### config.mk
export PLATFORM = sky130hd
export DESIGN_NAME = q6ge_controller
export DESIGN_NICKNAME = d
export VERILOG_FILES = /design/src/rtl/q6ge_pkg.sv /design/src/rtl/q6ge_controller.sv
export SDC_FILE = /design/constraint.sdc
export NUM_CORES = 1
export LEC_CHECK = 0
export ABC_CLOCK_PERIOD_IN_PS = 5950
export BUFFER_PORTS_ARGS = -buffer_cell sky130_fd_sc_hd__clkbuf_2
export CORE_ASPECT_RATIO = 0.9
export CORE_MARGIN = 2
export CORE_UTILIZATION = 44
export DETAILED_ROUTE_END_ITERATION = 8
export PLACE_DENSITY = 0.59
export SLEW_MARGIN = 20
export SYNTH_ARGS = -nofsm -noshare
export SYNTH_HDL_FRONTEND = slang
export SYNTH_SLANG_ARGS = --single-unit
### constraint.sdc
create_clock -name clk_i -period 5.95 [get_ports clk_i]
set_input_delay 0.595 -clock clk_i [delete_from_list [all_inputs] [get_ports clk_i]]
set_output_delay 0.595 -clock clk_i [all_outputs]
set_load 0.1 [all_outputs]
### src/rtl/q6ge_pkg.sv
// Package with command codes, status codes, coefficient tables and shared types.
package q6ge_pkg;

  localparam int unsigned IoWidth   = 18;
  localparam int unsigned CoefShift = 24;
  localparam int unsigned CoefWidth = 25;

  typedef enum logic [1:0] {
    CMD_WRITE = 2'd0,
    CMD_READ  = 2'd1,
    CMD_DFT   = 2'd2,
    CMD_PHASE = 2'd3
  } cmd_e;

  typedef enum logic [1:0] {
    ST_DONE      = 2'd0,
    ST_BAD_INDEX = 2'd1,
    ST_BAD_QUDIT = 2'd2
  } status_e;

  typedef enum logic [1:0] {
    SRC_INPUT = 2'd0,
    SRC_ACC   = 2'd1,
    SRC_GROUP = 2'd2
  } wr_src_e;

  typedef logic signed [CoefWidth-1:0] coef_t;

  function automatic coef_t dft_re(input logic [2:0] p);
    case (p)
      3'd0: dft_re = 25'sd6849270;
      3'd1: dft_re = 25'sd3424635;
      3'd2: dft_re = -25'sd3424635;
      3'd3: dft_re = -25'sd6849270;
      3'd4: dft_re = -25'sd3424635;
      3'd5: dft_re = 25'sd3424635;
      default: dft_re = '0;
    endcase
  endfunction

  function automatic coef_t dft_im(input logic [2:0] p);
    case (p)
      3'd1, 3'd2: dft_im = 25'sd5931642;
      3'd4, 3'd5: dft_im = -25'sd5931642;
      default: dft_im = '0;
    endcase
  endfunction

  function automatic coef_t ph_re(input logic [2:0] p);
    case (p)
      3'd0: ph_re = 25'sd16777216;
      3'd1: ph_re = 25'sd8388608;
      3'd2: ph_re = -25'sd8388608;
      3'd3: ph_re = -25'sd16777216;
      3'd4: ph_re = -25'sd8388608;
      3'd5: ph_re = 25'sd8388608;
      default: ph_re = '0;
    endcase
  endfunction

  function automatic coef_t ph_im(input logic [2:0] p);
    case (p)
      3'd1, 3'd2: ph_im = 25'sd14529495;
      3'd4, 3'd5: ph_im = -25'sd14529495;
      default: ph_im = '0;
    endcase
  endfunction

  // Product of two digits modulo six.
  function automatic logic [2:0] mul6(input logic [2:0] a, input logic [2:0] b);
    logic [5:0] m;
    m = a * b;
    case (m)
      6'd0, 6'd6, 6'd12, 6'd18, 6'd24: mul6 = 3'd0;
      6'd1, 6'd25: mul6 = 3'd1;
      6'd2, 6'd8, 6'd20: mul6 = 3'd2;
      6'd3, 6'd9, 6'd15: mul6 = 3'd3;
      6'd4, 6'd10, 6'd16: mul6 = 3'd4;
      6'd5: mul6 = 3'd5;
      default: mul6 = 3'd0;
    endcase
  endfunction

  typedef struct packed {
    logic       mem_rd;
    logic       mem_wr;
    wr_src_e    wr_src;
    logic       grp_load;
    logic       acc_clr;
    logic       acc_en;
    logic       res_load;
    logic       res_read;
  } cmd_t;

endpackage

### src/rtl/q6ge_controller.sv
// Controller: command decode, index walk and group sequencing.
module q6ge_controller #(
  parameter int unsigned MaxQudits = 4,
  parameter int unsigned AddrW     = 11
) (
  input  logic                 clk_i,
  input  logic                 rst_ni,
  input  logic                 in_valid_i,
  output logic                 in_ready_o,
  input  logic [1:0]           cmd_i,
  input  logic [10:0]          index_i,
  input  logic [1:0]           qa_i,
  input  logic [1:0]           qb_i,
  input  logic [2:0]           qcount_i,
  output logic                 out_valid_o,
  input  logic                 out_ready_i,
  output logic [1:0]           status_o,
  output q6ge_pkg::cmd_t       dp_o,
  output logic [AddrW-1:0]     addr_o,
  output logic [2:0]           slot_o,
  output logic [2:0]           coef_sel_o,
  output logic                 use_phase_o
);
  import q6ge_pkg::*;

  localparam int unsigned Depth = 6 ** MaxQudits;
  localparam int unsigned QW    = $clog2(MaxQudits + 1);

  typedef enum logic [8:0] {
    S_IDLE  = 9'b000000001,
    S_RDRES = 9'b000000010,
    S_GRD   = 9'b000000100,
    S_GLD   = 9'b000001000,
    S_MAC   = 9'b000010000,
    S_GWR   = 9'b000100000,
    S_PRD   = 9'b001000000,
    S_PMAC  = 9'b010000000,
    S_PWR   = 9'b100000000
  } state_e;

  state_e state_q, state_d;
  logic [AddrW:0] dim, i_q, i_d, base_q, base_d, stride_q, stride_d, low_q, low_d;
  logic [2:0] k_q, k_d, j_q, j_d, da, db;
  logic [2:0] dig_q [MaxQudits];
  logic [2:0] dig_d [MaxQudits];
  logic [1:0] qa_q, qb_q, qa_d, qb_d;
  logic [1:0] status_q, status_d;
  logic ovalid_q, ovalid_d;
  logic [QW-1:0] n;
  logic wrap;

  always_comb begin
    if (qcount_i == 3'd0) n = QW'(1);
    else if (32'(qcount_i) > MaxQudits) n = QW'(MaxQudits);
    else n = qcount_i[QW-1:0];
  end

  function automatic logic [AddrW:0] pow6(input int unsigned e);
    logic [AddrW:0] r;
    r = (AddrW+1)'(1);
    for (int unsigned t = 0; t < MaxQudits; t++) begin
      if (t < e) r = (AddrW+1)'(r * 3'd6);
    end
    pow6 = r;
  endfunction

  assign dim      = pow6(32'(n));
  assign da       = (32'(qa_q) < MaxQudits) ? dig_q[qa_q] : 3'd0;
  assign db       = (32'(qb_q) < MaxQudits) ? dig_q[qb_q] : 3'd0;

  // Base-6 digit counter that follows i_q.
  always_comb begin
    wrap = 1'b1;
    for (int t = 0; t < MaxQudits; t++) begin
      dig_d[t] = dig_q[t];
      if (wrap) begin
        if (dig_q[t] == 3'd5) dig_d[t] = 3'd0;
        else begin
          dig_d[t] = dig_q[t] + 3'd1;
          wrap = 1'b0;
        end
      end
    end
  end

  assign in_ready_o  = (state_q == S_IDLE) && !ovalid_q;
  assign out_valid_o = ovalid_q;
  assign status_o    = status_q;
  assign use_phase_o = (state_q == S_PRD) || (state_q == S_PMAC) || (state_q == S_PWR);
  assign coef_sel_o  = use_phase_o ? mul6(da, db) : mul6(k_q, j_q);
  assign slot_o      = k_q;

  always_comb begin
    state_d  = state_q;
    i_d      = i_q;
    base_d   = base_q;
    stride_d = stride_q;
    low_d    = low_q;
    k_d      = k_q;
    j_d      = j_q;
    qa_d     = qa_q;
    qb_d     = qb_q;
    status_d = status_q;
    ovalid_d = ovalid_q && !out_ready_i;
    dp_o     = '0;
    addr_o   = '0;
    unique case (state_q)
      S_IDLE: begin
        if (in_valid_i && in_ready_o) begin
          status_d = ST_DONE;
          qa_d     = qa_i;
          qb_d     = qb_i;
          addr_o   = AddrW'(index_i);
          unique case (cmd_e'(cmd_i))
            CMD_WRITE, CMD_READ: begin
              if (32'(index_i) >= 32'(dim)) begin
                status_d = ST_BAD_INDEX;
                ovalid_d = 1'b1;
                dp_o.res_load = 1'b1;
              end else if (cmd_i == CMD_WRITE) begin
                dp_o.mem_wr   = 1'b1;
                dp_o.res_load = 1'b1;
                ovalid_d      = 1'b1;
              end else begin
                dp_o.mem_rd = 1'b1;
                state_d     = S_RDRES;
              end
            end
            CMD_DFT: begin
              if (QW'(qa_i) >= n || 32'(qa_i) >= MaxQudits) begin
                status_d = ST_BAD_QUDIT;
                ovalid_d = 1'b1;
                dp_o.res_load = 1'b1;
              end else begin
                base_d   = '0;
                low_d    = '0;
                k_d      = '0;
                stride_d = pow6(32'(qa_i));
                state_d  = S_GRD;
              end
            end
            default: begin
              if (QW'(qa_i) >= n || QW'(qb_i) >= n || 32'(qa_i) >= MaxQudits ||
                  32'(qb_i) >= MaxQudits) begin
                status_d = ST_BAD_QUDIT;
                ovalid_d = 1'b1;
                dp_o.res_load = 1'b1;
              end else begin
                i_d     = '0;
                state_d = S_PRD;
              end
            end
          endcase
        end
      end
      S_RDRES: begin
        dp_o.res_load = 1'b1;
        dp_o.res_read = 1'b1;
        ovalid_d      = 1'b1;
        state_d       = S_IDLE;
      end
      S_GRD: begin
        addr_o      = AddrW'(base_q + (AddrW+1)'(k_q) * stride_q);
        dp_o.mem_rd = 1'b1;
        state_d     = S_GLD;
      end
      S_GLD: begin
        dp_o.grp_load = 1'b1;
        if (k_q == 3'd5) begin
          k_d     = '0;
          j_d     = '0;
          dp_o.acc_clr = 1'b1;
          state_d = S_MAC;
        end else begin
          k_d     = k_q + 3'd1;
          state_d = S_GRD;
        end
      end
      S_MAC: begin
        dp_o.acc_en = 1'b1;
        if (k_q == 3'd5) begin
          k_d     = '0;
          state_d = S_GWR;
        end else k_d = k_q + 3'd1;
      end
      S_GWR: begin
        addr_o        = AddrW'(base_q + (AddrW+1)'(j_q) * stride_q);
        dp_o.mem_wr   = 1'b1;
        dp_o.wr_src   = SRC_ACC;
        dp_o.acc_clr  = 1'b1;
        if (j_q != 3'd5) begin
          j_d     = j_q + 3'd1;
          state_d = S_MAC;
        end else begin
          // Next base whose target digit is zero.
          if (base_q + (AddrW+1)'(1) == dim) begin
            state_d = S_IDLE;
            ovalid_d = 1'b1;
            dp_o.res_load = 1'b1;
          end else begin
            base_d = base_q + (AddrW+1)'(1);
            low_d  = low_q + (AddrW+1)'(1);
            if (low_d == stride_q) begin
              low_d  = '0;
              base_d = base_q + (AddrW+1)'(1) + ((AddrW+1)'(5) * stride_q);
            end
            if (base_d >= dim) begin
              state_d = S_IDLE;
              ovalid_d = 1'b1;
              dp_o.res_load = 1'b1;
            end else state_d = S_GRD;
          end
        end
      end
      S_PRD: begin
        addr_o      = i_q[AddrW-1:0];
        dp_o.mem_rd = 1'b1;
        state_d     = S_PMAC;
      end
      S_PMAC: begin
        dp_o.acc_clr = 1'b1;
        dp_o.acc_en  = 1'b1;
        state_d      = S_PWR;
      end
      default: begin
        addr_o      = i_q[AddrW-1:0];
        dp_o.mem_wr = 1'b1;
        dp_o.wr_src = (coef_sel_o == 3'd0) ? SRC_GROUP : SRC_ACC;
        if (i_q + (AddrW+1)'(1) >= dim) begin
          state_d = S_IDLE;
          ovalid_d = 1'b1;
          dp_o.res_load = 1'b1;
        end else begin
          i_d     = i_q + (AddrW+1)'(1);
          state_d = S_PRD;
        end
      end
    endcase
  end

  always_ff @(posedge clk_i or negedge rst_ni) begin
    if (!rst_ni) begin
      state_q  <= S_IDLE;
      ovalid_q <= 1'b0;
      status_q <= ST_DONE;
      i_q      <= '0;
      base_q   <= '0;
      stride_q <= '0;
      low_q    <= '0;
      k_q      <= '0;
      j_q      <= '0;
      qa_q     <= '0;
      qb_q     <= '0;
      for (int t = 0; t < MaxQudits; t++) dig_q[t] <= '0;
    end else begin
      state_q  <= state_d;
      ovalid_q <= ovalid_d;
      status_q <= status_d;
      i_q      <= i_d;
      base_q   <= base_d;
      stride_q <= stride_d;
      low_q    <= low_d;
      k_q      <= k_d;
      j_q      <= j_d;
      qa_q     <= qa_d;
      qb_q     <= qb_d;
      if (state_q == S_IDLE) begin
        for (int t = 0; t < MaxQudits; t++) dig_q[t] <= '0;
      end else if (state_q == S_PWR) begin
        for (int t = 0; t < MaxQudits; t++) dig_q[t] <= dig_d[t];
      end
    end
  end

endmodule

==> results.toml, run 1 <==
[synthesis]
syn_area_per_cell_um2 = 8.58
synth_ff_type = "dfrtp_1"
ys_ff_latch = 75
netlist_area_um2 = 8540
ys_seq_area_frac = 0.220
netlist_instances = 995
ys_types = 82
yosysWarnings = 0
synth_edf_count = 0
async_reset_ff_frac = 1.00

[worst_setup_path]
worstPathRequired_ps = 5360
worst_ep_arrival_time_ps = 5040
critical_path_class = "reg -> out"
crit_fanout = 10
end_kind = "primary output"
critPathLaunchType = "register"

[pwr]
p_per_area_nw_per_um2 = 319
switching_share = 0.577
p_int_mw = 1.27
p_total_mw = 3.00
seqPwrFrac = 0.222
clockPowerShare = 0.173
p_leak_nw = 4.78
pwr-share-comb = 0.606
switchingPower_mw = 1.73
max-vdd-ir-drop_uv = 432

[routing]
wl_met3_mm = 1.41
viasPerCell = 5.74
antenna_left = 0
top_layer_used = "met4"
drc_errors = 0
drtPass1Iterations = 5
vias = 7456
routed_wl_mm = 24.6
wl_met1_mm = 12.3
dr_wl_met2_mm = 10.5
drt_iter0_markers = 551
detail_route.wl_per_cell_um = 18.9

[placed_design]
placed_area_um2 = 9120
globalplace.congestion = 0.929
hpwl_mm = 19.6
io_buffers = 54

[grt]
grt_max_degree = 76
gr-usage-all-layers = 0.248
overflow = 0
grt_pass1_wl_mm = 38.7
antenna_found_initial = 0
grt_pass1_vias = 6893

[die]
start_util = 0.447
rows = 48
die_h_um = 136
die_w_um = 151
core_area_um2 = 19100
top_level_ports = 55
dieArea_um2 = 20500

[final_layout]
final_nets = 1206
regArea_um2 = 1880
multi_input_area_um2 = 6260
diodes = 0
area_growth_pct = 10.2
fillers = 1871
finalInstanceArea_um2 = 9410
drive_gt1_frac = 0.125

[sta]
slew_headroom = 0.426
setup_viol = 0
slew_viol_final = 0
skew_ps = 13.3
final.setup.tns_ps = 0
fin_crit_ps = 5640
fmax_mhz = 177
tightest_slew_ps = 856
min_period_over_period = 0.948
hold_violations = 0
grt_setup_unrepaired = "false"

[clock_tree]
hold_buffers = 0
numCtsBuffers = 9
post-cts-setup-buffer-count = 0
insertion_delay_ps = 350
htreeDepth = 3
cts_root_buffer = "clkbuf_16"
cts_tree = "yes"
cts_buffer_depth = 2
cts_sinks = 75
clk_pin_slew_ps = 70

[status]
status = "finished clean"

[worst_hold_path]
hold_path_class = "in -> async"

[flow_run]
drv_cap = 0
final timing paths:
kind	startpoint	to	slack, ps	cells after the start
max	stride_q[2]	dp_o[1]	310	19
min	rst_ni	state_q[3]	260	1
max reg2reg	stride_q[2]	out_valid_o	1400	18
min reg2reg	status_o[0]	status_o[0]	480	2
max in group asynchronous	rst_ni	base_q[1]	5140	1
min in group clk_i	out_ready_i	out_valid_o	430	2
flip-flops by register name (all words and copies together) (netlist names):
name / cells
base_q: 12
j_q: 3
out_valid_o: 1
stride_q: 5
dig_q: 12
low_q: 12
status_o: 2
slot_o: 3
state_q: 9
qb_q: 2
i_q: 12
qa_q: 2
worst max-delay path, cell delays in order, from the launching register on:
cell      delay (ps)
dfrtp_1          670
ha_1             240
inv_1             50
fa_1             470
inv_1             40
ha_1             330
o21a_1           220
a211oi_1         260
o21bai_1         110
a21oi_1          230
xnor2_1           90
a21oi_1          200
ha_1             280
a21o_1           200
or4_1            410
nand4_1          130
nand4b_2         190
a21oi_2          210
nor2_1            60
buf_2            290
per-stage QoR:
step	std cells	util	worst slack (ps)	hold slack [ps]
after floorplan	997	-	136	299
after global placement	1283	0.478	551	482
after detailed placement	1283	0.478	453	471
after CTS	1298	0.492	67.3	421
after global routing	1298	0.493	44.1	329
final	1298	0.493	312	261
cell type report:
type | instances | share of cell area
Tap cell | 250 | 0.0332
Sequential cell | 75 | 0.200
Multi-Input combinational cell | 809 | 0.665
Clock buffer | 12 | 0.0262
Clock inverter | 3 | 0.00266
Timing Repair Buffer | 68 | 0.0406
Inverter | 81 | 0.0323
power by group through the flow:
| stage | Clock, mW | Combinational [mW] | Sequential (mW) |
|---|---|---|---|
| after floorplan | 0 | 1.41 | 0.683 |
| after global placement | 0 | 1.80 | 0.670 |
| after detailed placement | 0 | 1.80 | 0.671 |
| after CTS | 0.527 | 1.81 | 0.662 |
| after global routing | 0.549 | 1.93 | 0.676 |
| final | 0.519 | 1.82 | 0.665 |
layout by cell type, fill, tap and decap left out, types with 9 or more instances in the layout:
| cell | netlist | final |
|---|---|---|
| nand2_1 | 114 | 114 |
| nand3_1 | 35 | 35 |
| o21ai_0 | 49 | 48 |
| a31oi_1 | 14 | 13 |
| xnor2_1 | 40 | 39 |
| inv_1 | 80 | 80 |
| a21oi_1 | 58 | 58 |
| and3_1 | 9 | 9 |
| xor2_1 | 25 | 25 |
| buf_4 | 1 | 14 |
| fa_1 | 37 | 37 |
| nand2b_1 | 11 | 11 |
| nor2_1 | 67 | 67 |
| o21a_1 | 9 | 9 |
| nor3_1 | 23 | 23 |
| mux2_2 | 14 | 14 |
| ha_1 | 101 | 100 |
| dfrtp_1 | 74 | 72 |
| and2_1 | 25 | 25 |
| a22o_1 | 15 | 15 |
| a21o_1 | 21 | 21 |
| clkbuf_16 | 0 | 9 |
| clkbuf_2 | 1 | 52 |
logic make-up after synthesis:
| logic type | synth area share |
|---|---|
| AND/OR/NAND/NOR | 0.202 |
| flip-flops | 0.220 |
| other | 0.000439 |
| AO/OA/AOI/OAI | 0.182 |
| adder cells (fa/ha/maj) | 0.236 |
| buffers and inverters | 0.0514 |
| XOR/XNOR | 0.0693 |
| multiplexers | 0.0390 |
synthesized netlist by cell type (4+ instances only):
cell,n,area [µm²]
and3_1,9,56.3
mux4_2,6,135
a22o_1,15,131
a31oi_1,14,87.6
or2_2,7,43.8
nor2b_1,4,25.0
inv_1,80,300
xnor2_1,40,350
a211oi_1,5,37.5
mux2i_1,4,40.0
clkbuf_1,21,78.8
or3_1,8,50.1
o31ai_1,5,37.5
buf_2,8,40.0
nand4b_1,4,35.0
o21bai_1,7,52.6
nor4_1,5,31.3
a21o_1,21,158
ha_1,101,1260
a211o_1,4,35.0
o21ai_0,49,245
nand2_1,114,428
nand3_1,35,175
and2_1,25,156
xor2_1,25,219
nor2_1,67,251
o22ai_1,5,31.3
nand2b_1,11,68.8
dfrtp_1,74,1850
a22oi_1,6,45.0
a21oi_1,58,290
mux2_2,14,158
fa_1,37,741
o21a_1,9,67.6
nor3_1,23,115
o41ai_1,5,43.8
nand4_1,8,50.1
routing by layer:
metal	up-vias	global-route usage
met2	216	0.362
met1	3574	0.379
li1	3634	-
met4	0	0.0623
met5	-	0
met3	32	0.0440
timing repair:
item,in CTS,in global routing
hold endpoints to repair,0,0
resized for setup,0,5
setup endpoints to repair,0,1
No activity file was read; power rests on OpenSTA's default activity.
==> run 2, diff against run 1 <==
RECOVER_POWER = 100   (was default)
==> results.toml, run 2 (synthesis results as in run 1) <==
[clock_tree]
htreeDepth = 3
numCtsBuffers = 9
cts_buffer_depth = 2
hold_buffers = 0
cts_root_buffer = "clkbuf_16"
cts_tree = "yes"
cts_sinks = 75
clk_pin_slew_ps = 60
insertion_delay_ps = 350

[flow_run]
drv_cap = 1

[worst_setup_path]
r2r_slack_ps = 410
end_kind = "primary output"
worst_ep_arrival_time_ps = 5040
worst-path-buf-inv = 1
critical_path_class = "reg -> out"
r2r-end = "low_q[2]"
regToRegStartpoint = "state_q[3]"
max_stage_delay_ps = 490
critPathLaunch = "base_q[0]"
crit_slowest_cell = "fa_1"
crit_cells = 19
path_delay_family = "adder cells"
crit_fanout = 10
r2r_cells = 9
critPathLaunchType = "register"
crit_end = "dp_o[1]"
worstPathRequired_ps = 5360
worstPathCellList = "ha_2 > nand3_1 > xnor2_2 > fa_1 > ha_1 > o21a_1 > a211oi_1 > o21bai_1 > a21oi_1 > xnor2_1 > a21oi_1 > ha_1 > a21o_1 > or4_1 > nand4_1 > nand4b_2 > a21oi_2 > nor2_1 > buf_2"

[sta]
slew_headroom = -1.83
slew_viol_final = 76
tightest_slew_ps = 4250
final.setup.tns_ps = 0
fin_crit_ps = 5630
hold_violations = 0
min_period_over_period = 0.947
skew_ps = 12.6
fmax_mhz = 178
setup_viol = 0
grt_setup_unrepaired = "false"

[die]
core_area_um2 = 19100
die_h_um = 136
rows = 48
die_w_um = 151
start_util = 0.447
top_level_ports = 55
dieArea_um2 = 20500

[pwr]
max-vdd-ir-drop_uv = 423
p_leak_nw = 4.66
p_total_mw = 2.96
p_per_area_nw_per_um2 = 317

[grt]
grt_max_degree = 76
gr-usage-all-layers = 0.248
grt_pass1_wl_mm = 38.7
overflow = 0
grt_pass1_vias = 6893
antenna_found_initial = 0

[routing]
vias = 7435
drc_errors = 0
drt_iter0_markers = 501
viasPerCell = 5.73
routed_wl_mm = 24.6
drtPass1Iterations = 5
antenna_left = 0
detail_route.wl_per_cell_um = 19.0

[final_layout]
area_growth_pct = 9.06
layout.cells.non_filler = 1298
diodes = 0
mostFrequentLayoutCells = "nand2_1 (114), ha_1 (100), inv_1 (81), dfrtp_1 (72), nor2_1 (67)"
drive_gt1_frac = 0.0868
utilization = 0.488
final_nets = 1206
layout_commonest_cell = "nand2_1"
fillers = 1893

[status]
status = "finished with violations"
violations = "max-capacitance violations, max-slew violations"

[placed_design]
hpwl_mm = 19.6
dp_cells = 1283
globalplace.congestion = 0.929
io_buffers = 54

[worst_hold_path]
hold_path_class = "in -> reg"
==> run 2: cell types whose count changed in the layout (fill, tap and decap cells not counted), sizes merged <==
cell | before | now
buf | 16 | 9
clkbuf | 64 | 71
==> run 2: worst min-delay path by stage <==
stage	start	to	slack (ps)	cells past startpoint
after floorplan	rst_ni	base_q[0]	300	0
after global placement	status_o[0]	status_o[0]	480	2
after detailed placement	status_o[0]	status_o[0]	470	2
after CTS	out_ready_i	out_valid_o	420	2
after global routing	out_ready_i	out_valid_o	430	2
final	out_ready_i	out_valid_o	430	2
==> run 2: layout make-up <==
cell class / instances / area [µm²] / area share
clock inverters: 3 / 25.0 / 0.00269
flip-flops and latches: 75 / 1880 / 0.202
well taps: 250 / 313 / 0.0336
inverters: 81 / 304 / 0.0327
clock buffers: 12 / 246 / 0.0265
multi-input cells: 809 / 6220 / 0.668
repair buffers: 68 / 320 / 0.0344
==> run 2: routing by layer <==
metal	vias up	GRT usage	wire (µm)
li1	3632	-	-
met1	3562	0.379	12100
met2	215	0.362	10500
met3	26	0.0440	1530
met4	0	0.0623	398
met5	-	0	0
==> run 2: timing repair <==
| item | CTS | global route |
|---|---|---|
| buffers inserted | 0 | 0 |
| endpoints found under the setup margin | 0 | 1 |
| resized for setup | 0 | 5 |
==> run 2: per-stage QoR <==
stage	cell area (µm²)	setup slack (ps)	hold WS [ps]
after CTS	9390	67.3	421
after detailed placement	9120	453	471
final	9310	318	428
after floorplan	8570	136	299
after global placement	9120	551	482
after global routing	9310	36.5	427
==> run 2: report_power, final <==
group	switching, mW	internal [mW]	total, mW
Combinational	1.41	0.366	1.77
Sequential	0.0944	0.569	0.664
Clock	0.225	0.293	0.518
==> run 3, diff against run 2 <==
ABC_AREA = 1   (was default)
==> results.toml, run 3 <==
[worst_setup_path]
worst-path-buf-inv = 4
critPathLaunchType = "register"
max_stage_delay_ps = 1140
path_delay_family = "buffers and inverters"
end_kind = "primary output"
crit_fanout = 22
worst_ep_arrival_time_ps = 4820
critical_path_class = "reg -> out"
crit_top_cell = "nor2_1"
crit_slowest_cell = "clkinvlp_2"
worstPathRequired_ps = 5360
worstPathCellList = "nor2_1 > clkinv_1 > nor2_4 > nand2_4 > nor2_1 > clkinvlp_2 > nor2_1 > nand2_4 > inv_1 > nand2_1 > o31ai_1 > clkbuf_2"

[flow_run]
drv_cap = 2

[sta]
slew_headroom = -1.81
slew_viol_final = 96
final.setup.tns_ps = 0
fmax_mhz = 185
skew_ps = 9.64
tightest_slew_ps = 4210
whs_ps = 476
setup_viol = 0
hold_violations = 0
grt_setup_unrepaired = "false"
min_period_over_period = 0.910
fin_crit_ps = 5410

[routing]
detail_route.wl_per_cell_um = 15.5
wl_met1_mm = 12.8
vias = 8529
dr_wl_met2_mm = 11.4
drt_iter0_markers = 545
antenna_left = 0
routed_wl_mm = 25.4
viasPerCell = 5.22
wl_met3_um = 877
drc_errors = 0
drtPass1Iterations = 5
top_layer_used = "met4"

[synthesis]
netlist_instances = 1327
ys_ff_latch = 75
yosysMostFrequentCell = "nand2_1"
yosysWarnings = 0
ys_top_cells_by_count = "nand2_1 (345), inv_1 (246), ha_1 (101)"
synth_ff_type = "dfrtp_1"
ys_seq_area_frac = 0.206
ys_types = 59
netlist_area_um2 = 9120
yosysTopAreaCellShare = 0.203
async_reset_ff_frac = 1.00
syn_area_per_cell_um2 = 6.87
yosys.area.top_type = "dfrtp_1"
synth_edf_count = 0
synthTopCellsByArea = "dfrtp_1 (20%), nand2_1 (14%), ha_1 (14%), inv_1 (10%), fa_1 (8.1%)"

[pwr]
p_per_area_nw_per_um2 = 453
p_leak_nw = 5.43
max-vdd-ir-drop_uv = 384

[clock_tree]
cts_tree = "yes"
cts_buffer_depth = 2
htreeDepth = 3
post_cts_resized = 0
hold_buffers = 0
insertion_delay_ps = 350
post-cts-setup-buffer-count = 0
clk_pin_slew_ps = 60
cts_root_buffer = "clkbuf_16"
cts_sinks = 75
numCtsBuffers = 9

[placed_design]
io_buffers = 54
dp_cells = 1619
placed_area_um2 = 9640
globalplace.congestion = 0.904
hpwl_mm = 20.6

[status]
status = "finished with violations"
violations = "max-capacitance violations, max-slew violations"

[final_layout]
final_nets = 1537
layout_commonest_cell = "nand2_1"
regArea_um2 = 1880
multi_input_area_um2 = 6050
utilization = 0.486
area_growth_pct = 7.51
fillers = 2108
drive_gt1_frac = 0.0754
finalInstanceArea_um2 = 9800
mostFrequentLayoutCells = "nand2_1 (354), inv_1 (249), ha_1 (101), nor2_1 (98), dfrtp_1 (74)"
layout.cells.non_filler = 1635
diodes = 0

[die]
core_area_um2 = 20200
rows = 49
die_h_um = 141
dieArea_um2 = 21900
die_w_um = 156
start_util = 0.452
top_level_ports = 55

[grt]
antenna_found_initial = 0
gr-usage-all-layers = 0.242
overflow = 0
grt_max_degree = 76
grt_pass1_wl_mm = 41.8
grt_pass1_vias = 8010

[worst_hold_path]
hold_path_class = "reg -> reg"
## run 3: final cells by class
| class | instances | area share |
|---|---|---|
| Clock buffer | 11 | 0.0248 |
| Clock inverter | 5 | 0.00549 |
| Inverter | 261 | 0.101 |
| Multi-Input combinational cell | 970 | 0.617 |
| Sequential cell | 75 | 0.192 |
| Tap cell | 255 | 0.0326 |
| Timing Repair Buffer | 58 | 0.0277 |
## run 3: logic make-up (layout without fill, tap and decap cells)
| logic type | after synthesis | in the layout | share of synthesized area |
|---|---|---|---|
| XOR/XNOR | 24 | 24 | 0.0231 |
| adder cells (fa/ha/maj) | 138 | 138 | 0.220 |
| multiplexers | 1 | 1 | 0.00110 |
| buffers and inverters | 284 | 335 | 0.121 |
| flip-flops | 75 | 75 | 0.206 |
| AO/OA/AOI/OAI | 204 | 204 | 0.136 |
| other | 1 | 3 | 0.000411 |
| AND/OR/NAND/NOR | 600 | 600 | 0.293 |
## run 3: final timing paths
| path | from | end | slack (ps) | cells past startpoint |
|---|---|---|---|---|
| min in group asynchronous | rst_ni | dig_q[8] | 1730 | 1 |
| max in group asynchronous | rst_ni | i_q[7] | 1860 | 1 |
| max | state_q[6] | dp_o[8] | 540 | 12 |
| min | status_o[1] | status_o[1] | 480 | 2 |
| min reg2reg | status_o[1] | status_o[1] | 480 | 2 |
| max reg2reg | state_q[6] | low_q[1] | 670 | 15 |
## run 3: layer usage
metal / up-vias / GRT usage
met1: 3981 / 0.350
li1: 4356 / -
met3: 19 / 0.0300
met2: 173 / 0.389
met5: - / 0
met4: 0 / 0.0497
## run 3: per-stage QoR
step / power, mW / worst slack, ps
after floorplan: 3.33 / 195
after global placement: 3.91 / 1040
after detailed placement: 3.94 / 1000
after CTS: 4.52 / 616
after global routing: 4.86 / 12.2
final: 4.44 / 538
## run 3: power breakdown
part / total, mW / internal, mW / switching, mW
registers: 0.859 / 0.636 / 0.223
clock network: 0.560 / 0.335 / 0.225
logic: 3.02 / 0.836 / 2.18
total: 4.44 / 1.81 / 2.63
## run 3: worst reg2reg max path, stage by stage (launching register included)
cell and delay (ps):
dfrtp_1 400, nor2_1 190, clkinv_1 130, nor2_4 130
nand2_4 60, nor2_1 660, clkinvlp_2 1140, nor2_1 530
nand2_4 170, nand2_1 120, o21ai_0 150, a21oi_1 250
nand3_1 330, inv_1 490, nand2_1 250, o21ai_0 210
